--- config.mk ---
export PLATFORM = sky130hd
export DESIGN_NAME = gshc_cmd_queue
export DESIGN_NICKNAME = d
export VERILOG_FILES = /design/src/rtl/core/gas_sensor_heater_cycle_ppm_top_defines.svh /design/src/rtl/core/gshc_pkg.sv /design/src/rtl/core/gshc_cmd_queue.sv
export SDC_FILE = /design/constraint.sdc
export NUM_CORES = 1
export LEC_CHECK = 0
export BUFFER_PORTS_ARGS = -buffer_cell sky130_fd_sc_hd__clkbuf_2
export CAP_MARGIN = 0
export CORE_UTILIZATION = 54
export DETAILED_ROUTE_END_ITERATION = 8
export GPL_TIMING_DRIVEN = 1
export PLACE_DENSITY = 0.82
export SKIP_CTS_REPAIR_TIMING = 1
export SYNTH_ARGS = -nofsm -noshare
export SYNTH_HDL_FRONTEND = slang
export SYNTH_SLANG_ARGS = --single-unit
--- constraint.sdc ---
create_clock -name clock -period 3.8 [get_ports clock]
set_clock_uncertainty 0.1 [all_clocks]
set_input_delay 0.76 -clock clock [delete_from_list [all_inputs] [get_ports clock]]
set_output_delay 0.76 -clock clock [all_outputs]
set_load 0.01 [all_outputs]
--- src/rtl/core/gas_sensor_heater_cycle_ppm_top_defines.svh ---
// assertion macros for the gas sensor heater cycle block
// used by the top level only, no other dependencies
`ifndef GAS_SENSOR_HEATER_CYCLE_PPM_TOP_DEFINES_SVH
`define GAS_SENSOR_HEATER_CYCLE_PPM_TOP_DEFINES_SVH

// same-cycle implication
`define GSHC_ASSERT_IMPL(label, clk, rst, ante, cons) \
   label: assert property (@(posedge clk) disable iff (rst) (ante) |-> (cons)) \
      else $error("gshc assertion failed");

// next-cycle implication
`define GSHC_ASSERT_NEXT(label, clk, rst, ante, cons) \
   label: assert property (@(posedge clk) disable iff (rst) (ante) |=> (cons)) \
      else $error("gshc assertion failed");

`endif

--- src/rtl/core/gshc_pkg.sv ---
// shared types, constants and the square root table for the heater cycle block
// no dependencies
`default_nettype none

package gshc_pkg;

   localparam int ADC_BITS = 12;
   localparam int VOLT_W   = ADC_BITS + 24;
   localparam int CSR_ADDR_W = 5;
   localparam int CMD_DEPTH  = 2;
   localparam int CMD_PTR_W  = $clog2(CMD_DEPTH);
   localparam int CMD_CNT_W  = $clog2(CMD_DEPTH + 1);

   localparam logic [31:0] HIGH_DEFAULT_MS = 32'd60000;
   localparam logic [31:0] LOW_DEFAULT_MS  = 32'd90000;

   localparam logic [31:0] RST_HIGH_PHASE   = 32'd60000;
   localparam logic [31:0] RST_LOW_PHASE    = 32'd90000;
   localparam logic [23:0] RST_VOLTS_CODE   = 24'd13521;
   localparam logic [19:0] RST_SUPPLY       = 20'd327680;
   localparam logic [31:0] RST_LOAD_OHMS    = 32'd2560000;
   localparam logic [31:0] RST_CLEAN_OHMS   = 32'd2560000;
   localparam logic [31:0] RST_CURVE_SCALE  = 32'd6490816;
   localparam logic [19:0] RST_CURVE_EXP    = 20'hE7B64;

   typedef enum logic [2:0] {
      REG_HIGH_PHASE   = 3'd0,
      REG_LOW_PHASE    = 3'd1,
      REG_VOLTS_CODE   = 3'd2,
      REG_SUPPLY       = 3'd3,
      REG_LOAD_OHMS    = 3'd4,
      REG_CLEAN_OHMS   = 3'd5,
      REG_CURVE_SCALE  = 3'd6,
      REG_CURVE_EXP    = 3'd7
   } csr_index_type;

   typedef struct packed {
      logic [31:0] high_phase_ms;
      logic [31:0] low_phase_ms;
      logic [23:0] volts_per_code;
      logic [19:0] supply_volts;
      logic [31:0] load_ohms;
      logic [31:0] clean_air_ohms;
      logic [31:0] curve_scale;
      logic [19:0] curve_exponent;
   } cfg_type;

   typedef struct packed {
      logic                restart;
      logic                measure;
      logic                heater;
      logic [ADC_BITS-1:0] sample;
   } cmd_type;

   function automatic logic [63:0] isqrt64(logic [63:0] x_in);
      logic [63:0] x;
      logic [63:0] res;
      logic [63:0] b;
      x   = x_in;
      res = 64'd0;
      b   = 64'h4000_0000_0000_0000;
      for (int i = 0; i < 32; i++) begin
         if (x >= res + b) begin
            x   = x - (res + b);
            res = (res >> 1) + b;
         end else begin
            res = res >> 1;
         end
         b = b >> 2;
      end
      return res;
   endfunction

   // successive square roots of 2.0 in q2.30, entry j for the j-th fraction bit from the top
   function automatic logic [15:0][31:0] build_root_table();
      logic [15:0][31:0] tab;
      logic [63:0]       r;
      r = 64'h8000_0000;
      for (int j = 0; j < 16; j++) begin
         r      = isqrt64(r << 30);
         tab[j] = r[31:0];
      end
      return tab;
   endfunction

   localparam logic [15:0][31:0] ROOT_TABLE = build_root_table();

endpackage

`default_nettype wire

--- src/rtl/core/gshc_cmd_queue.sv ---
// short command queue between the front end and the ppm engine
// depends on gshc_pkg
`default_nettype none

module gshc_cmd_queue (
   input  wire logic              clock,
   input  wire logic              reset,
   input  wire logic              push,
   input  wire gshc_pkg::cmd_type push_data,
   output logic                   full,
   input  wire logic              pop,
   output logic                   empty,
   output gshc_pkg::cmd_type      head
);

   gshc_pkg::cmd_type                entry_ff [gshc_pkg::CMD_DEPTH];
   logic [gshc_pkg::CMD_PTR_W-1:0]   wr_ptr_ff, rd_ptr_ff;
   logic [gshc_pkg::CMD_CNT_W-1:0]   count_ff;
   logic                             do_push, do_pop;

   localparam logic [gshc_pkg::CMD_PTR_W-1:0] LAST_PTR =
      gshc_pkg::CMD_PTR_W'(gshc_pkg::CMD_DEPTH - 1);
   localparam logic [gshc_pkg::CMD_CNT_W-1:0] FULL_CNT =
      gshc_pkg::CMD_CNT_W'(gshc_pkg::CMD_DEPTH);

   assign full    = (count_ff == FULL_CNT);
   assign empty   = (count_ff == '0);
   assign head    = entry_ff[rd_ptr_ff];
   assign do_push = push && !full;
   assign do_pop  = pop && !empty;

   always_ff @(posedge clock) begin
      if (reset) begin
         wr_ptr_ff <= '0;
         rd_ptr_ff <= '0;
         count_ff  <= '0;
      end else begin
         if (do_push) begin
            wr_ptr_ff <= (wr_ptr_ff == LAST_PTR) ? '0 : wr_ptr_ff + 1'b1;
         end
         if (do_pop) begin
            rd_ptr_ff <= (rd_ptr_ff == LAST_PTR) ? '0 : rd_ptr_ff + 1'b1;
         end
         if (do_push && !do_pop) begin
            count_ff <= count_ff + 1'b1;
         end else if (do_pop && !do_push) begin
            count_ff <= count_ff - 1'b1;
         end
      end
   end

   always_ff @(posedge clock) begin
      if (do_push) begin
         entry_ff[wr_ptr_ff] <= push_data;
      end
   end

endmodule

`default_nettype wire

==> flow_summary.toml <==
[sta]
setup_viol = 0
setup_tns_ns = 0
slew_viol_final = 0
worst_pin_slew_ns = 0.720
max_freq_mhz = 402
final_period_minus_worst_setup_slack_ns = 2.49
whs_ns = 0.407
maxSlewHeadroom = 0.520
setup_slack_ns = 1.31
rsz0062_at_grt = "no"
period_share = 0.654
hold_violations = 0

[finish]
layout.nets = 132
fin_util = 0.692
post-route-cell-area_um2 = 1550
n_antenna_cell = 0
area_delta_synth_final_pct = 19.2
drive_gt1_frac = 0.496
stdcell_count = 141

[die]
start_util = 0.581
core_area_um2 = 2230
chipHeight_um = 51.0
dieArea_um2 = 2600
die_w_um = 51.0
pin_count = 36
core.rowCount = 17

[power_and_ir_drop]
power_frac_clock = 0.185
switchingPower_mw = 0.294
fin_total_pwr_mw = 0.981
p_comb_frac = 0.272
p_sw_frac = 0.299
power_density_nw_per_um2 = 634
seq_power_share = 0.542
ir_drop_uv = 441
power.static_leakage_nw = 0.608
p_int_mw = 0.688

[clock_tree]
clkTransAtPathRegs_ns = 0.10
clock-root-buffer = "clkbuf_4"
cts_max_level = 2
cts_buffers = 5
cts_tree = "done"
clock_latency_ns = 0.33
cts.path.max_buffers = 2
clock_sinks = 35

[setup_path]
crit_path_start_kind = "register"
cpMaxStageDelayCell = "dfxtp_1"
r2r_slack_ns = 1.98
path_max_fanout = 15
cp_cell_sequence = "mux2_2 -> clkbuf_2"
max_stage_delay_ns = 0.74
critical_path_class = "register to output pin"
required_ns = 2.94
end_kind = "output pin"
crit_arrival_ns = 1.63

[route]
totalWireLength_mm = 2.13
first_iter_violations = 9
vias_per_cell = 5.16
wl_per_cell_um = 15.1
drtAntennaViolNets = 0
drc = 0
dr.pass1.iters = 4
num_vias = 727

[yosys]
syn-num-nets = 92
avgSynthCellArea_um2 = 18.0
syn-instance-count = 72
yosysUniqueCellTypes = 13
yosys.area.top_type = "edfxtp_1"
ys_ff_latch = 35
ys_seq_area_frac = 0.771
yosysTopAreaCellShare = 0.694
synthesis.area_um2 = 1300
yosysWarnings = 0
yosys-top-cells-area = "edfxtp_1 (69%), mux2_2 (13%), dfxtp_1 (7.7%)"

[grt]
grt_max_degree = 16
antenna_found_initial = 0
gr-usage-all-layers = 0.194
grt_pass1_wl_mm = 3.29
grt_overflow_total = 0
grt_pass1_vias = 724

[flow_run]
drv_cap = 0

[place]
placedCellCount = 133
postPlaceCellArea_um2 = 1500
port_buffers = 35
hpwl_mm = 1.50
pre_cts_ws_ns = 1.59
place.gp.congestion = 0.674

[worst_hold_path]
hold_class = "register to register"

[run_status]
status = "finished clean"
[critical path: cells and delay by family (launching register included)]
kind / cells / cell delay, ns
muxes: 1 / 0.42
DFF: 1 / 0.74
buffers and inverters: 1 / 0.13
[cell usage in the layout (no fill, tap or decap), types with 3 or more instances in the layout]
cell and instances:
clkbuf_2 35, clkbuf_4 5, dfxtp_1 5, edfxtp_1 30
mux2_2 15, nor2_1 5, o21ai_0 3, xor2_1 3
[power groups by stage]
stage | Sequential [mW] | Combinational (mW) | Clock, mW
final | 0.532 | 0.267 | 0.182
after CTS | 0.534 | 0.272 | 0.183
after detailed placement | 0.543 | 0.270 | 0
after global routing | 0.542 | 0.292 | 0.194
after floorplan | 0.512 | 0.198 | 0
after global placement | 0.537 | 0.257 | 0
[state kept, by name, indices dropped and copies added (netlist names), named ones only]
signal and flops:
rd_ptr_ff 1, entry_ff 30, wr_ptr_ff 1, count_ff 2
[synthesized netlist by cell type, drive strengths merged]
| cell | count |
|---|---|
| xor2 | 3 |
| nor2 | 5 |
| and2 | 1 |
| ha | 1 |
| nor2b | 1 |
| or3 | 2 |
| inv | 2 |
| a21oi | 2 |
| dfxtp | 5 |
| mux2 | 15 |
| o21ai | 3 |
| edfxtp | 30 |
| buf | 2 |
[cells by family (layout without fill, tap and decap cells)]
group / count (synthesis) / count (layout) / share of synthesized area
flip-flops: 35 / 35 / 0.771
multiplexers: 15 / 15 / 0.130
AND/OR/NAND/NOR: 9 / 9 / 0.0357
AO/OA/AOI/OAI: 5 / 5 / 0.0193
buffers and inverters: 4 / 45 / 0.0135
XOR/XNOR: 3 / 3 / 0.0203
adder cells (fa/ha/maj): 1 / 1 / 0.00964
[per-layer routing]
metal  vias to the layer above  share of wire  GRT usage  routed length [um]
li1                        348              -          -                   -
met1                       352           0.40      0.227                 849
met2                        22           0.54      0.305                1140
met3                         5          0.041     0.0476                  88
met4                         0          0.023      0.153                  49
met5                         -              0          0                   0
[cell type report]
type                       count  area [um2]
timing repair buffer          35         175
fill                         169         687
multi-input combinational     33         279
clock inverter                 2        7.51
sequential                    35        1000
inverter                       2        7.51
clock buffer                   6        41.3
tap                           28        35.0
[final timing paths]
check / start / end / cells past startpoint
worst min-delay path: wr_ptr_ff$_SDFFE_PP0N_ / wr_ptr_ff$_SDFFE_PP0N_ / 2
worst max-delay path: register / head[1] / 2
worst min register to register: wr_ptr_ff$_SDFFE_PP0N_ / wr_ptr_ff$_SDFFE_PP0N_ / 2
worst max register to register: count_ff[0]$_SDFFE_PP0P_ / entry_ff[1][3]$_DFFE_PP_ / 3
Power figures use the tool's default switching activity.
