**src/rtl/core/gas_sensor_heater_cycle_ppm_top_defines.svh**
```systemverilog
// assertion macros for the gas sensor heater cycle block
// used by the top level only, no other dependencies
`ifndef GAS_SENSOR_HEATER_CYCLE_PPM_TOP_DEFINES_SVH
`define GAS_SENSOR_HEATER_CYCLE_PPM_TOP_DEFINES_SVH

// same-cycle implication
`define GSHC_ASSERT_IMPL(label, clk, rst, ante, cons) \
   label: assert property (@(posedge clk) disable iff (rst) (ante) |-> (cons)) \
      else $error("gshc assertion failed");

// next-cycle implication
`define GSHC_ASSERT_NEXT(label, clk, rst, ante, cons) \
   label: assert property (@(posedge clk) disable iff (rst) (ante) |=> (cons)) \
      else $error("gshc assertion failed");

`endif

```
**src/rtl/core/gshc_pkg.sv**
```systemverilog
// shared types, constants and the square root table for the heater cycle block
// no dependencies
`default_nettype none

package gshc_pkg;

   localparam int ADC_BITS = 12;
   localparam int VOLT_W   = ADC_BITS + 24;
   localparam int CSR_ADDR_W = 5;
   localparam int CMD_DEPTH  = 2;
   localparam int CMD_PTR_W  = $clog2(CMD_DEPTH);
   localparam int CMD_CNT_W  = $clog2(CMD_DEPTH + 1);

   localparam logic [31:0] HIGH_DEFAULT_MS = 32'd60000;
   localparam logic [31:0] LOW_DEFAULT_MS  = 32'd90000;

   localparam logic [31:0] RST_HIGH_PHASE   = 32'd60000;
   localparam logic [31:0] RST_LOW_PHASE    = 32'd90000;
   localparam logic [23:0] RST_VOLTS_CODE   = 24'd13521;
   localparam logic [19:0] RST_SUPPLY       = 20'd327680;
   localparam logic [31:0] RST_LOAD_OHMS    = 32'd2560000;
   localparam logic [31:0] RST_CLEAN_OHMS   = 32'd2560000;
   localparam logic [31:0] RST_CURVE_SCALE  = 32'd6490816;
   localparam logic [19:0] RST_CURVE_EXP    = 20'hE7B64;

   typedef enum logic [2:0] {
      REG_HIGH_PHASE   = 3'd0,
      REG_LOW_PHASE    = 3'd1,
      REG_VOLTS_CODE   = 3'd2,
      REG_SUPPLY       = 3'd3,
      REG_LOAD_OHMS    = 3'd4,
      REG_CLEAN_OHMS   = 3'd5,
      REG_CURVE_SCALE  = 3'd6,
      REG_CURVE_EXP    = 3'd7
   } csr_index_type;

   typedef struct packed {
      logic [31:0] high_phase_ms;
      logic [31:0] low_phase_ms;
      logic [23:0] volts_per_code;
      logic [19:0] supply_volts;
      logic [31:0] load_ohms;
      logic [31:0] clean_air_ohms;
      logic [31:0] curve_scale;
      logic [19:0] curve_exponent;
   } cfg_type;

   typedef struct packed {
      logic                restart;
      logic                measure;
      logic                heater;
      logic [ADC_BITS-1:0] sample;
   } cmd_type;

   function automatic logic [63:0] isqrt64(logic [63:0] x_in);
      logic [63:0] x;
      logic [63:0] res;
      logic [63:0] b;
      x   = x_in;
      res = 64'd0;
      b   = 64'h4000_0000_0000_0000;
      for (int i = 0; i < 32; i++) begin
         if (x >= res + b) begin
            x   = x - (res + b);
            res = (res >> 1) + b;
         end else begin
            res = res >> 1;
         end
         b = b >> 2;
      end
      return res;
   endfunction

   // successive square roots of 2.0 in q2.30, entry j for the j-th fraction bit from the top
   function automatic logic [15:0][31:0] build_root_table();
      logic [15:0][31:0] tab;
      logic [63:0]       r;
      r = 64'h8000_0000;
      for (int j = 0; j < 16; j++) begin
         r      = isqrt64(r << 30);
         tab[j] = r[31:0];
      end
      return tab;
   endfunction

   localparam logic [15:0][31:0] ROOT_TABLE = build_root_table();

endpackage

`default_nettype wire

```
**src/rtl/core/gshc_front.sv**
```systemverilog
// front end: takes requests, runs the heater phase timer and classifies each item
// depends on gshc_pkg
`default_nettype none

module gshc_front (
   input  wire logic                          clock,
   input  wire logic                          reset,
   input  wire logic                          req_push,
   output logic                               req_full,
   input  wire logic                          req_type,
   input  wire logic [31:0]                   req_now_ms,
   input  wire logic [gshc_pkg::ADC_BITS-1:0] req_adc_sample,
   input  wire gshc_pkg::cfg_type             cfg,
   input  wire logic                          q_full,
   output logic                               q_push,
   output gshc_pkg::cmd_type                  q_data
);

   logic        phase_high_ff, phase_high_in;
   logic [31:0] start_ff, start_in;
   logic [31:0] elapsed;
   logic [31:0] hi_dur;
   logic [31:0] lo_dur;
   logic        measure;

   assign req_full = q_full;
   assign q_push   = req_push && !q_full;
   assign elapsed  = req_now_ms - start_ff;
   assign hi_dur   = (cfg.high_phase_ms == 32'd0) ? gshc_pkg::HIGH_DEFAULT_MS : cfg.high_phase_ms;
   assign lo_dur   = (cfg.low_phase_ms == 32'd0) ? gshc_pkg::LOW_DEFAULT_MS : cfg.low_phase_ms;

   always_comb begin
      phase_high_in = phase_high_ff;
      start_in      = start_ff;
      measure       = 1'b0;
      if (!req_type) begin
         phase_high_in = 1'b1;
         start_in      = req_now_ms;
      end else if (phase_high_ff) begin
         if (elapsed >= hi_dur) begin
            phase_high_in = 1'b0;
            start_in      = req_now_ms;
         end
      end else if (elapsed >= lo_dur) begin
         measure       = 1'b1;
         phase_high_in = 1'b1;
         start_in      = req_now_ms;
      end
   end

   assign q_data.restart = !req_type;
   assign q_data.measure = measure;
   assign q_data.heater  = phase_high_in;
   assign q_data.sample  = req_adc_sample;

   always_ff @(posedge clock) begin
      if (reset) begin
         phase_high_ff <= 1'b1;
         start_ff      <= 32'd0;
      end else if (q_push) begin
         phase_high_ff <= phase_high_in;
         start_ff      <= start_in;
      end
   end

endmodule

`default_nettype wire

```
**config.mk**
```make
export PLATFORM = sky130hd
export DESIGN_NAME = gshc_front
export DESIGN_NICKNAME = d
export VERILOG_FILES = /design/src/rtl/core/gas_sensor_heater_cycle_ppm_top_defines.svh /design/src/rtl/core/gshc_pkg.sv /design/src/rtl/core/gshc_front.sv
export SDC_FILE = /design/constraint.sdc
export NUM_CORES = 1
export LEC_CHECK = 0
export BUFFER_PORTS_ARGS = -buffer_cell sky130_fd_sc_hd__buf_2
export CAP_MARGIN = 15
export CELL_PAD_IN_SITES_DETAIL_PLACEMENT = 2
export CELL_PAD_IN_SITES_GLOBAL_PLACEMENT = 2
export CORE_ASPECT_RATIO = 1.75
export CORE_MARGIN = 2
export CORE_UTILIZATION = 23
export CTS_CLUSTER_SIZE = 25
export DETAILED_ROUTE_END_ITERATION = 10
export PLACE_DENSITY_LB_ADDON = 0.3
export SLEW_MARGIN = 20
export SYNTH_ARGS = -nofsm -noshare
export SYNTH_HDL_FRONTEND = slang
export SYNTH_SLANG_ARGS = --single-unit
```
**constraint.sdc**
```tcl
create_clock -name clock -period 4.54 [get_ports clock]
set_input_delay 0.227 -clock clock [delete_from_list [all_inputs] [get_ports clock]]
set_output_delay 0.227 -clock clock [all_outputs]
set_load 0.01 [all_outputs]
```
==> PnR_summary.wiki <==
{| class="wikitable"
! Metric !! Value
|-
| Fraction of the cycle the final worst path needs || 1.08
|-
| Cell accounting for the most synthesized area || sky130_fd_sc_hd__ha_1
|-
| Area Overhead vs Synth || 46.8%
|-
| Number of buffers between clock root and the deepest sink || 2
|-
| Routed len/inst || 21.1 µm
|-
| Final net count || 1363
|-
| Failing checks || setup timing
|-
| Run status || finished with violations
|-
| Floorplan die width || 126 µm
|-
| Die Span Y || 218 µm
|-
| Count of clock tree sinks || 33
|-
| Largest net degree at the start of global routing || 95
|-
| Combined area of all synthesized cells || 5990 µm²
|-
| Proportion of layout cells with a drive suffix above 1 || 0.378
|-
| Std cell rows || 78
|-
| Cells on Worst Hold Path || 4
|-
| Filler Cell Count || 2981
|-
| Relative contribution of sequential cells to total power || 0.110
|-
| Maximum Capacitance Violations || 0
|-
| Area share of the largest cell type after synthesis || 0.194
|-
| Number of antenna violations at the first check in global routing || 0
|-
| Number of flip-flops and latches in the synthesized netlist || 33
|-
| Required time worst endpoint || 4670 ps
|-
| Maximum clock frequency || 204 MHz
|-
| Detailed Route WL || 27700 µm
|-
| Post-detailed-route DRC marker count || 0
|-
| Total placed cells including tap cells || 1277
|-
| Ranking of synthesized cells by area || sky130_fd_sc_hd__ha_1 19%, sky130_fd_sc_hd__dfxtp_1 11%, sky130_fd_sc_hd__o311ai_2 8.1%, sky130_fd_sc_hd__inv_1 5.6%, sky130_fd_sc_hd__and4_1 5.4%
|-
| Path class of the lowest-slack min-delay path || primary input to flop
|-
| Worst-path maximum fanout || 7
|-
| LEAKAGE || 4.00 nW
|-
| Post-route total power || 3.52 mW
|-
| Slew Viols, Final || 0
|-
| Final setup margin || -354 ps
|-
| Fraction of the yosys area taken by sequential cells || 0.110
|-
| Clock transition at the registers of the reported paths || 60 ps
|-
| Initial cell density of the core || 0.233
|-
| Total Routing Usage GR || 0.195
|-
| Clock Latency Late Sink || 290 ps
|-
| Synthesis Warnings || 0
|-
| Post-synth net total || 1157
|-
| Actual slew at the worst max-slew pin || 1100 ps
|-
| Total Die Area || 27400 µm²
|-
| Detailed router's first-iteration violation count || 311
|-
| Crit path time final || 4890 ps
|-
| Post-synthesis async set-or-reset flop share || 0
|-
| Routed Antenna Nets || 0
|-
| RSZ-0062 raised after global routing || true
|-
| Final hold viol count || 0
|-
| Internal power component || 1.95 mW
|-
| Data arrival time of the worst path || 5030 ps
|-
| Diode count || 0
|-
| Wire length of the first global-routing pass || 42800 µm
|-
| Length of the first detailed-routing pass in iterations || 6
|-
| Io pins || 290
|-
| Post-synthesis cell count || 790
|-
| Commonest cells after routing, fill and taps aside || 136 x sky130_fd_sc_hd__buf_4, 103 x sky130_fd_sc_hd__buf_2, 86 x sky130_fd_sc_hd__inv_1
|-
| Setup_tns || -9630 ps
|-
| Worst ir drop on vdd || 0.000188 V
|-
| Startpoint type of the worst setup path || flop
|-
| Clock tree root buffer cell || sky130_fd_sc_hd__clkbuf_16
|-
| Detailed-route vias per instance || 5.36
|-
| Total overflow reported by the global router || 0
|-
| Combinational group share of total power || 0.772
|-
| Worst slew slack as a fraction of its limit || 0.265
|-
| Leading register cell type out of synthesis || sky130_fd_sc_hd__dfxtp_1
|-
| Unique cell type count in the Yosys netlist || 59
|-
| H-tree level count || 2
|-
| Critical Path Sink Type || flop
|-
| Post-layout instance count excluding filler cells || 1317
|-
| Depth of the worst register-to-register path || 22
|-
| Most common cell after layout, fill and taps aside || sky130_fd_sc_hd__buf_4
|-
| Cts-stage hold buffer count || 0
|-
| Final core utilization || 0.341
|-
| Setup skew after layout || 10.5 ps
|-
| Last weighted congestion value of the routability-driven placer || 0.815
|-
| Power spent charging and discharging nets || 1.58 mW
|-
| TritonCTS clock tree || done
|-
| Setup Crit Path Kind || flop to flop
|-
| Power density of the placed cells || 401 nW/µm²
|-
| Avg Cell Area, Syn || 7.58 µm²
|-
| Worst slack on hold paths || 371 ps
|-
| Post-DP HPWL || 20700 µm
|-
| Switching part of the total power || 0.448
|-
| Clock group share of total power || 0.117
|-
| Vias after detailed routing || 7056
|-
| Core outline area || 25800 µm²
|-
| Via count of the first global-routing pass || 7935
|-
| Number of buffers created by CTS || 5
|-
| Number of flops mapped to enable cells by yosys || 0
|-
| Number of I/O port buffers || 105
|-
| Final-report setup violation count || 35
|}
[layer usage]
| layer | wire length [µm] | vias up | track usage |
|---|---|---|---|
| met2 | 15700 | 144 | 0.393 |
| li1 | - | 3373 | - |
| met3 | 623 | 52 | 0.0182 |
| met4 | 1240 | 0 | 0.0758 |
| met5 | 0 | - | 0 |
| met1 | 10100 | 3487 | 0.202 |
[cell usage after synthesis, types with 12 or more instances]
library cell	instances
sky130_fd_sc_hd__a31oi_1	33
sky130_fd_sc_hd__o311ai_2	30
sky130_fd_sc_hd__clkbuf_1	43
sky130_fd_sc_hd__nand2_1	55
sky130_fd_sc_hd__ha_1	93
sky130_fd_sc_hd__nand4_1	12
sky130_fd_sc_hd__and3_1	35
sky130_fd_sc_hd__inv_1	89
sky130_fd_sc_hd__a21oi_1	36
sky130_fd_sc_hd__nor2_1	51
sky130_fd_sc_hd__o21ai_0	32
sky130_fd_sc_hd__a21o_1	12
sky130_fd_sc_hd__and4_1	37
sky130_fd_sc_hd__xnor2_1	17
sky130_fd_sc_hd__buf_4	15
sky130_fd_sc_hd__o211ai_1	39
sky130_fd_sc_hd__nor4_1	18
sky130_fd_sc_hd__dfxtp_1	33
[cell families after synthesis]
logic type | Yosys count | share of synthesized area
AO/OA/AOI/OAI | 240 | 0.318
XOR/XNOR | 26 | 0.0380
multiplexers | 1 | 0.00167
adder cells (fa/ha/maj) | 94 | 0.198
flip-flops | 33 | 0.110
buffers and inverters | 150 | 0.107
AND/OR/NAND/NOR | 246 | 0.227
[power by group through the flow]
| stage | sequential, mW | clock [mW] | combinational (mW) |
|---|---|---|---|
| floorplan | 0.375 | 0 | 1.21 |
| global route | 0.394 | 0.432 | 2.97 |
| detailed placement | 0.390 | 0 | 2.05 |
| finish | 0.389 | 0.414 | 2.72 |
| CTS | 0.387 | 0.422 | 2.65 |
| global placement | 0.387 | 0 | 1.98 |
[critical path, cell delays in order, from the launching register on]
cell and delay [ps]:
sky130_fd_sc_hd__dfxtp_1 400, sky130_fd_sc_hd__inv_1 60, sky130_fd_sc_hd__ha_1 310, sky130_fd_sc_hd__and3_1 220
sky130_fd_sc_hd__and4_1 210, sky130_fd_sc_hd__and3_4 190, sky130_fd_sc_hd__or3_4 350, sky130_fd_sc_hd__o211ai_1 230
sky130_fd_sc_hd__a31o_2 200, sky130_fd_sc_hd__nor3b_1 50, sky130_fd_sc_hd__a311o_1 380, sky130_fd_sc_hd__buf_4 170
sky130_fd_sc_hd__ha_4 250, sky130_fd_sc_hd__nand4_1 100, sky130_fd_sc_hd__or2_4 260, sky130_fd_sc_hd__nor3b_4 210
sky130_fd_sc_hd__nand2_2 90, sky130_fd_sc_hd__o2111ai_4 290, sky130_fd_sc_hd__buf_6 150, sky130_fd_sc_hd__o21a_4 250
sky130_fd_sc_hd__buf_12 140, sky130_fd_sc_hd__buf_8 130, sky130_fd_sc_hd__o311ai_4 100
[what timing repair did]
| action | CTS | global route |
|---|---|---|
| cloned | 4 | 0 |
| resized for setup | 104 | 32 |
| setup endpoints to repair | 35 | 35 |
| buffers inserted | 28 | 5 |
| pin swaps | 51 | 10 |
[per-stage QoR]
| stage | area (µm²) | setup WS, ps |
|---|---|---|
| final | 8800 | -354 |
| after global placement | 7600 | -659 |
| after CTS | 8590 | -319 |
| after global routing | 8800 | -593 |
| after detailed placement | 7600 | -764 |
| after floorplan | 6010 | 17.4 |
[sequential cells by signal, summed over array words and instances (netlist names)]
signal / count
phase_high_ff: 1
start_ff: 32
[cell type report]
type | instances | area (µm²) | area share
timing repair buffer | 260 | 1890 | 0.215
inverter | 89 | 337 | 0.0383
clock inverter | 1 | 30.0 | 0.00341
tap | 320 | 400 | 0.0455
clock buffer | 7 | 143 | 0.0162
sequential | 33 | 663 | 0.0754
multi-input combinational | 607 | 5330 | 0.606
[final timing paths]
kind                            slack [ps]                         to                 startpoint
worst min register to register         530  start_ff[24]$_SDFFE_PP0P_  start_ff[24]$_SDFFE_PP0P_
worst max-delay path                  -350   start_ff[6]$_SDFFE_PP0P_   start_ff[8]$_SDFFE_PP0P_
worst min-delay path                   370   start_ff[2]$_SDFFE_PP0P_              req_now_ms[2]
worst max register to register        -350   start_ff[6]$_SDFFE_PP0P_   start_ff[8]$_SDFFE_PP0P_
No activity file was read; power rests on OpenSTA's default activity.
