**config.mk**
```make
export PLATFORM = sky130hd
export DESIGN_NAME = gshc_csr
export DESIGN_NICKNAME = d
export VERILOG_FILES = /design/src/rtl/core/gas_sensor_heater_cycle_ppm_top_defines.svh /design/src/rtl/core/gshc_pkg.sv /design/src/rtl/core/gshc_csr.sv
export SDC_FILE = /design/constraint.sdc
export NUM_CORES = 1
export LEC_CHECK = 0
export ABC_AREA = 0
export BUFFER_PORTS_ARGS = -buffer_cell sky130_fd_sc_hd__buf_2
export CAP_MARGIN = 0
export CORE_MARGIN = 1
export CORE_UTILIZATION = 35
export DETAILED_ROUTE_END_ITERATION = 16
export GPL_TIMING_DRIVEN = 0
export PLACE_DENSITY_LB_ADDON = 0.08
export SYNTH_ARGS = -nofsm -noshare
export SYNTH_HDL_FRONTEND = slang
export SYNTH_SLANG_ARGS = --single-unit
```
**constraint.sdc**
```tcl
create_clock -name clock -period 1.6 [get_ports clock]
set_input_delay 0.08 -clock clock [delete_from_list [all_inputs] [get_ports clock]]
set_output_delay 0.08 -clock clock [all_outputs]
set_load 0.02 [all_outputs]
```
**src/rtl/core/gas_sensor_heater_cycle_ppm_top_defines.svh**
```systemverilog
// assertion macros for the gas sensor heater cycle block
// used by the top level only, no other dependencies
`ifndef GAS_SENSOR_HEATER_CYCLE_PPM_TOP_DEFINES_SVH
`define GAS_SENSOR_HEATER_CYCLE_PPM_TOP_DEFINES_SVH

// same-cycle implication
`define GSHC_ASSERT_IMPL(label, clk, rst, ante, cons) \
   label: assert property (@(posedge clk) disable iff (rst) (ante) |-> (cons)) \
      else $error("gshc assertion failed");

// next-cycle implication
`define GSHC_ASSERT_NEXT(label, clk, rst, ante, cons) \
   label: assert property (@(posedge clk) disable iff (rst) (ante) |=> (cons)) \
      else $error("gshc assertion failed");

`endif

```
**src/rtl/core/gshc_pkg.sv**
```systemverilog
// shared types, constants and the square root table for the heater cycle block
// no dependencies
`default_nettype none

package gshc_pkg;

   localparam int ADC_BITS = 12;
   localparam int VOLT_W   = ADC_BITS + 24;
   localparam int CSR_ADDR_W = 5;
   localparam int CMD_DEPTH  = 2;
   localparam int CMD_PTR_W  = $clog2(CMD_DEPTH);
   localparam int CMD_CNT_W  = $clog2(CMD_DEPTH + 1);

   localparam logic [31:0] HIGH_DEFAULT_MS = 32'd60000;
   localparam logic [31:0] LOW_DEFAULT_MS  = 32'd90000;

   localparam logic [31:0] RST_HIGH_PHASE   = 32'd60000;
   localparam logic [31:0] RST_LOW_PHASE    = 32'd90000;
   localparam logic [23:0] RST_VOLTS_CODE   = 24'd13521;
   localparam logic [19:0] RST_SUPPLY       = 20'd327680;
   localparam logic [31:0] RST_LOAD_OHMS    = 32'd2560000;
   localparam logic [31:0] RST_CLEAN_OHMS   = 32'd2560000;
   localparam logic [31:0] RST_CURVE_SCALE  = 32'd6490816;
   localparam logic [19:0] RST_CURVE_EXP    = 20'hE7B64;

   typedef enum logic [2:0] {
      REG_HIGH_PHASE   = 3'd0,
      REG_LOW_PHASE    = 3'd1,
      REG_VOLTS_CODE   = 3'd2,
      REG_SUPPLY       = 3'd3,
      REG_LOAD_OHMS    = 3'd4,
      REG_CLEAN_OHMS   = 3'd5,
      REG_CURVE_SCALE  = 3'd6,
      REG_CURVE_EXP    = 3'd7
   } csr_index_type;

   typedef struct packed {
      logic [31:0] high_phase_ms;
      logic [31:0] low_phase_ms;
      logic [23:0] volts_per_code;
      logic [19:0] supply_volts;
      logic [31:0] load_ohms;
      logic [31:0] clean_air_ohms;
      logic [31:0] curve_scale;
      logic [19:0] curve_exponent;
   } cfg_type;

   typedef struct packed {
      logic                restart;
      logic                measure;
      logic                heater;
      logic [ADC_BITS-1:0] sample;
   } cmd_type;

   function automatic logic [63:0] isqrt64(logic [63:0] x_in);
      logic [63:0] x;
      logic [63:0] res;
      logic [63:0] b;
      x   = x_in;
      res = 64'd0;
      b   = 64'h4000_0000_0000_0000;
      for (int i = 0; i < 32; i++) begin
         if (x >= res + b) begin
            x   = x - (res + b);
            res = (res >> 1) + b;
         end else begin
            res = res >> 1;
         end
         b = b >> 2;
      end
      return res;
   endfunction

   // successive square roots of 2.0 in q2.30, entry j for the j-th fraction bit from the top
   function automatic logic [15:0][31:0] build_root_table();
      logic [15:0][31:0] tab;
      logic [63:0]       r;
      r = 64'h8000_0000;
      for (int j = 0; j < 16; j++) begin
         r      = isqrt64(r << 30);
         tab[j] = r[31:0];
      end
      return tab;
   endfunction

   localparam logic [15:0][31:0] ROOT_TABLE = build_root_table();

endpackage

`default_nettype wire

```
**src/rtl/core/gshc_csr.sv**
```systemverilog
// configuration registers behind the apb-style port
// depends on gshc_pkg
`default_nettype none

module gshc_csr (
   input  wire logic                            clock,
   input  wire logic                            reset,
   input  wire logic                            csr_psel,
   input  wire logic                            csr_penable,
   input  wire logic                            csr_pwrite,
   input  wire logic [gshc_pkg::CSR_ADDR_W-1:0] csr_paddr,
   input  wire logic [31:0]                     csr_pwdata,
   output logic [31:0]                          csr_prdata,
   output logic                                 csr_pready,
   output gshc_pkg::cfg_type                    cfg
);

   gshc_pkg::cfg_type      cfg_ff;
   gshc_pkg::csr_index_type idx;
   logic                    wr_en;

   assign idx        = gshc_pkg::csr_index_type'(csr_paddr[gshc_pkg::CSR_ADDR_W-1:2]);
   assign wr_en      = csr_psel && csr_penable && csr_pwrite;
   assign csr_pready = 1'b1;
   assign cfg        = cfg_ff;

   always_ff @(posedge clock) begin
      if (reset) begin
         cfg_ff.high_phase_ms  <= gshc_pkg::RST_HIGH_PHASE;
         cfg_ff.low_phase_ms   <= gshc_pkg::RST_LOW_PHASE;
         cfg_ff.volts_per_code <= gshc_pkg::RST_VOLTS_CODE;
         cfg_ff.supply_volts   <= gshc_pkg::RST_SUPPLY;
         cfg_ff.load_ohms      <= gshc_pkg::RST_LOAD_OHMS;
         cfg_ff.clean_air_ohms <= gshc_pkg::RST_CLEAN_OHMS;
         cfg_ff.curve_scale    <= gshc_pkg::RST_CURVE_SCALE;
         cfg_ff.curve_exponent <= gshc_pkg::RST_CURVE_EXP;
      end else if (wr_en) begin
         unique case (idx)
            gshc_pkg::REG_HIGH_PHASE:  cfg_ff.high_phase_ms  <= csr_pwdata;
            gshc_pkg::REG_LOW_PHASE:   cfg_ff.low_phase_ms   <= csr_pwdata;
            gshc_pkg::REG_VOLTS_CODE:  cfg_ff.volts_per_code <= csr_pwdata[23:0];
            gshc_pkg::REG_SUPPLY:      cfg_ff.supply_volts   <= csr_pwdata[19:0];
            gshc_pkg::REG_LOAD_OHMS:   cfg_ff.load_ohms      <= csr_pwdata;
            gshc_pkg::REG_CLEAN_OHMS:  cfg_ff.clean_air_ohms <= csr_pwdata;
            gshc_pkg::REG_CURVE_SCALE: cfg_ff.curve_scale    <= csr_pwdata;
            gshc_pkg::REG_CURVE_EXP:   cfg_ff.curve_exponent <= csr_pwdata[19:0];
            default: ;
         endcase
      end
   end

   always_comb begin
      unique case (idx)
         gshc_pkg::REG_HIGH_PHASE:  csr_prdata = cfg_ff.high_phase_ms;
         gshc_pkg::REG_LOW_PHASE:   csr_prdata = cfg_ff.low_phase_ms;
         gshc_pkg::REG_VOLTS_CODE:  csr_prdata = {8'd0, cfg_ff.volts_per_code};
         gshc_pkg::REG_SUPPLY:      csr_prdata = {12'd0, cfg_ff.supply_volts};
         gshc_pkg::REG_LOAD_OHMS:   csr_prdata = cfg_ff.load_ohms;
         gshc_pkg::REG_CLEAN_OHMS:  csr_prdata = cfg_ff.clean_air_ohms;
         gshc_pkg::REG_CURVE_SCALE: csr_prdata = cfg_ff.curve_scale;
         gshc_pkg::REG_CURVE_EXP:   csr_prdata = {12'd0, cfg_ff.curve_exponent};
         default:                   csr_prdata = 32'd0;
      endcase
   end

endmodule

`default_nettype wire

```
==> results.md <==
* Result of the run: finished with violations
* Failing checks: setup timing
* Max-cap violations at 0
* Core Region at 27000 µm²
* Fill count at 2708
* P per Cell Area at 968 nW/µm²
* Pin count of the biggest net entering global routing at 13
* Leakage power figure at 5.63 nW
* Worst IR Drop VDD at 0.000581 V
* Mean post-synth cell area at 7.75 µm²
* CP Launch Type: flop
* Most frequently used flop master after synthesis: sky130_fd_sc_hd__dfxtp_1
* Die height at 168 µm
* Peak-usage layer in the global routing report: met2
* Least-Margin Pin Slew at 1.04 ns
* Category of the most critical setup path: reg -> out
* Area post-placement at 11500 µm²
* Reg2Reg Setup Slack at 0.73 ns
* Post-route cell area at 13800 µm²
* Setup-violating endpoint count in the final report at 23
* Max-slew violation total from the final report at 0
* Initial antenna violation count at 1
* Met2 capacity usage during global routing at 0.527
* Worst r2r dst: cfg[176]$_SDFFE_PP1P_
* First-pass GRT wire length at 70400 µm
* Tightest Hold Check Type: in -> reg
* Count of warnings emitted by yosys at 0
* Worst reg2reg path startpoint: cfg[176]$_SDFFE_PP1P_
* Vias after detailed routing at 11300
* 1st-iter DRT viols at 1294
* Worst hold path stage count at 5
* Headroom to the max-slew limit at 0.308
* Number of enable flip-flop cells after synthesis at 0
* Via count of the first global-routing pass at 10300
* Wirelength per Cell at 25.2 µm
* Source-to-sink clock delay at the later pin of the worst-skew pair at 0.54 ns
* RSZ-0062 raised after global routing: true
* Clock slew at reported path FFs at 0.06 ns
* Antenna-violating nets left at 0
* Share of the clock period used by the worst path after layout at 1.14
* Clock net sink count at 224
* Highest net fanout along the worst path at 3
* Netlist area before placement at 9650 µm²
* Horizontal die dimension at 168 µm
* Type of destination of the critical path: output pin
* Share of synthesized flip-flops with an asynchronous set or reset at 0
* Worst clock skew at 0 ns
* TritonCTS clock tree: done
* Final period demand of the worst path at 1.82 ns
* Row cnt at 60
* Cell chosen for the clock root: sky130_fd_sc_hd__clkbuf_16
* Sequential standard cell area at 4570 µm²
* Highest-count cells in the layout ignoring fill and taps: sky130_fd_sc_hd__nand2_1 (349), sky130_fd_sc_hd__buf_2 (291), sky130_fd_sc_hd__a21oi_1 (233), sky130_fd_sc_hd__dfxtp_1 (162), sky130_fd_sc_hd__buf_4 (89)
* Pre-antenna DRT Iters at 5
* Number of synthesized register bits at 224
* Post-Layout Cell Count at 1997
* Worst path required time at 1.52 ns
* Fraction of final layout cells sized beyond drive strength 1 at 0.370
* Total congestion overflow after global routing at 0
* Unique masters post-synth at 38
* Area growth, synth to finish at 43.1%
* Io pins at 299
* Sequential fraction of the synthesis area at 0.465
* Terminating pin of the worst hold path: cfg[115]$_SDFFE_PP0P_
* Met1 capacity usage during global routing at 0.475
* GRT Resource Usage Total at 0.344
* Total placed cells including tap cells at 1873
* Largest register FFs at 224
* Post-detailed-route DRC marker count at 0
* Depth of the worst register-to-register path at 3
* Total CTS buffers at 26
* H-tree depth reported by CTS at 1
* Synthesized netlist net count at 1286
* Effective utilization at floorplan at 0.357
* Sum of routed wire length over all layers at 50200 µm
* Peak Freq at 550 MHz
* HP Start: csr_penable
* Area used by multi-input combinational logic at 4920 µm²
* Met3 GRT Util at 0.0618
* Port Buf Inserts at 288
* Routability congestion estimate at 0.875
* Number of endpoints with negative hold slack in the final report at 0
* Maximum root-to-sink buffer count at 3
* Post-Synthesis Cells at 1244
* Post-DP HPWL at 33400 µm
* Final critical-path setup slack at -0.219 ns
* CP arrival at 1.74 ns
* Most frequent standard cell in the layout excluding fill and tap cells: sky130_fd_sc_hd__nand2_1
* Net count, final at 1678
* Number of vias per cell after detailed routing at 5.64
* Area enclosed by the die boundary at 28200 µm²
per-layer routing:
layer / wire (µm) / up-vias
li1: - / 5011
met5: 0 / -
met4: 2020 / 0
met3: 5390 / 128
met2: 21900 / 727
met1: 20900 / 5388
report_power, final:
group          switching [mW]  total, mW  internal, mW  leakage (nW)
combinational           0.956       1.44         0.480          3.36
sequential             0.0381       5.65          5.61          1.82
clock                    2.51       6.28          3.76         0.450
worst max path at each step:
stage	from	to	slack, ns
after detailed placement	csr_paddr[2]	csr_prdata[15]	-0.85
after global routing	cfg[163]$_SDFFE_PP0P_	csr_prdata[3]	-0.19
after CTS	cfg[42]$_SDFFE_PP1P_	csr_prdata[22]	-0.16
after floorplan	csr_paddr[4]	csr_prdata[0]	0.23
final	cfg[163]$_SDFFE_PP0P_	csr_prdata[3]	-0.22
after global placement	csr_paddr[2]	csr_prdata[15]	-0.87
cell families (layout without fill, tap and decap cells):
logic type             after synthesis  count (layout)  synth area share
muxes                               39              39            0.0428
other                                1               2          0.000389
and+or+nand+nor                    511             511             0.223
DFF                                224             224             0.465
AOI/OAI and AO/OA                  330             330             0.201
buffers and inverters              139             550            0.0684
timing repair:
item | 4_1_cts | 5_1_grt
pin swaps | 34 | 33
gates cloned | 0 | 0
endpoints found under the hold margin | 224 | 0
gates resized for setup | 162 | 82
hold buffers | 32 | 0
setup buffers | 27 | 17
endpoints found under the setup margin | 32 | 38
through the flow:
stage,hold WS [ns],power [mW],util,setup slack [ns],setup TNS [ns]
3_5_place_dp,0.364,6.92,0.426,-0.854,-48.28
3_3_place_gp,0.363,6.92,0.426,-0.867,-41.90
5_1_grt,0.132,13.7,0.511,-0.194,-2.76
6_report,0.112,13.4,0.511,-0.219,-1.88
2_1_floorplan,0.207,6.37,-,0.226,0
4_1_cts,0.113,13.3,0.497,-0.157,-1.81
cells in the mapped netlist (2+ instances only):
library cell                  n  area (µm²)
sky130_fd_sc_hd__nand2_1    350        1310
sky130_fd_sc_hd__a21oi_1    240        1200
sky130_fd_sc_hd__dfxtp_1    224        4480
sky130_fd_sc_hd__nor3_1      58         290
sky130_fd_sc_hd__nor2_1      55         206
sky130_fd_sc_hd__clkbuf_1    48         180
sky130_fd_sc_hd__buf_2       47         235
sky130_fd_sc_hd__inv_1       24        90.1
sky130_fd_sc_hd__a221oi_1    23         201
sky130_fd_sc_hd__nor2b_1     22         138
sky130_fd_sc_hd__mux2i_1     21         210
sky130_fd_sc_hd__mux2_2      18         203
sky130_fd_sc_hd__a32oi_1     17         149
sky130_fd_sc_hd__buf_4       17         128
sky130_fd_sc_hd__o32ai_1     17         149
sky130_fd_sc_hd__o21ai_0     12        60.1
sky130_fd_sc_hd__or2_2        6        37.5
sky130_fd_sc_hd__a22o_1       5        43.8
sky130_fd_sc_hd__nand2b_1     4        25.0
sky130_fd_sc_hd__o22a_1       4        35.0
sky130_fd_sc_hd__o2bb2ai_1    4        35.0
sky130_fd_sc_hd__or2_1        4        25.0
sky130_fd_sc_hd__a221o_1      3        30.0
sky130_fd_sc_hd__nand3_1      3        15.0
sky130_fd_sc_hd__buf_6        2        22.5
sky130_fd_sc_hd__nor2_4       2        22.5
sky130_fd_sc_hd__nor3_2       2        20.0
sky130_fd_sc_hd__o22ai_1      2        12.5
cell type report:
class                      count  area share
multi-input combinational    881       0.356
sequential                   224       0.331
timing repair buffer         364       0.159
clock buffer                  38      0.0577
buffer                       115      0.0513
tap                          341      0.0309
clock inverter                 9     0.00716
inverter                      24     0.00653
antenna                        1    0.000181
worst max-delay path, stage by stage (launching register included):
cell,delay [ns]
sky130_fd_sc_hd__dfxtp_2,0.35
sky130_fd_sc_hd__inv_1,0.05
sky130_fd_sc_hd__o32ai_2,0.32
sky130_fd_sc_hd__a221oi_2,0.06
sky130_fd_sc_hd__a21oi_1,0.23
sky130_fd_sc_hd__buf_4,0.18
Note: power is estimated with default switching activity, not from simulation.
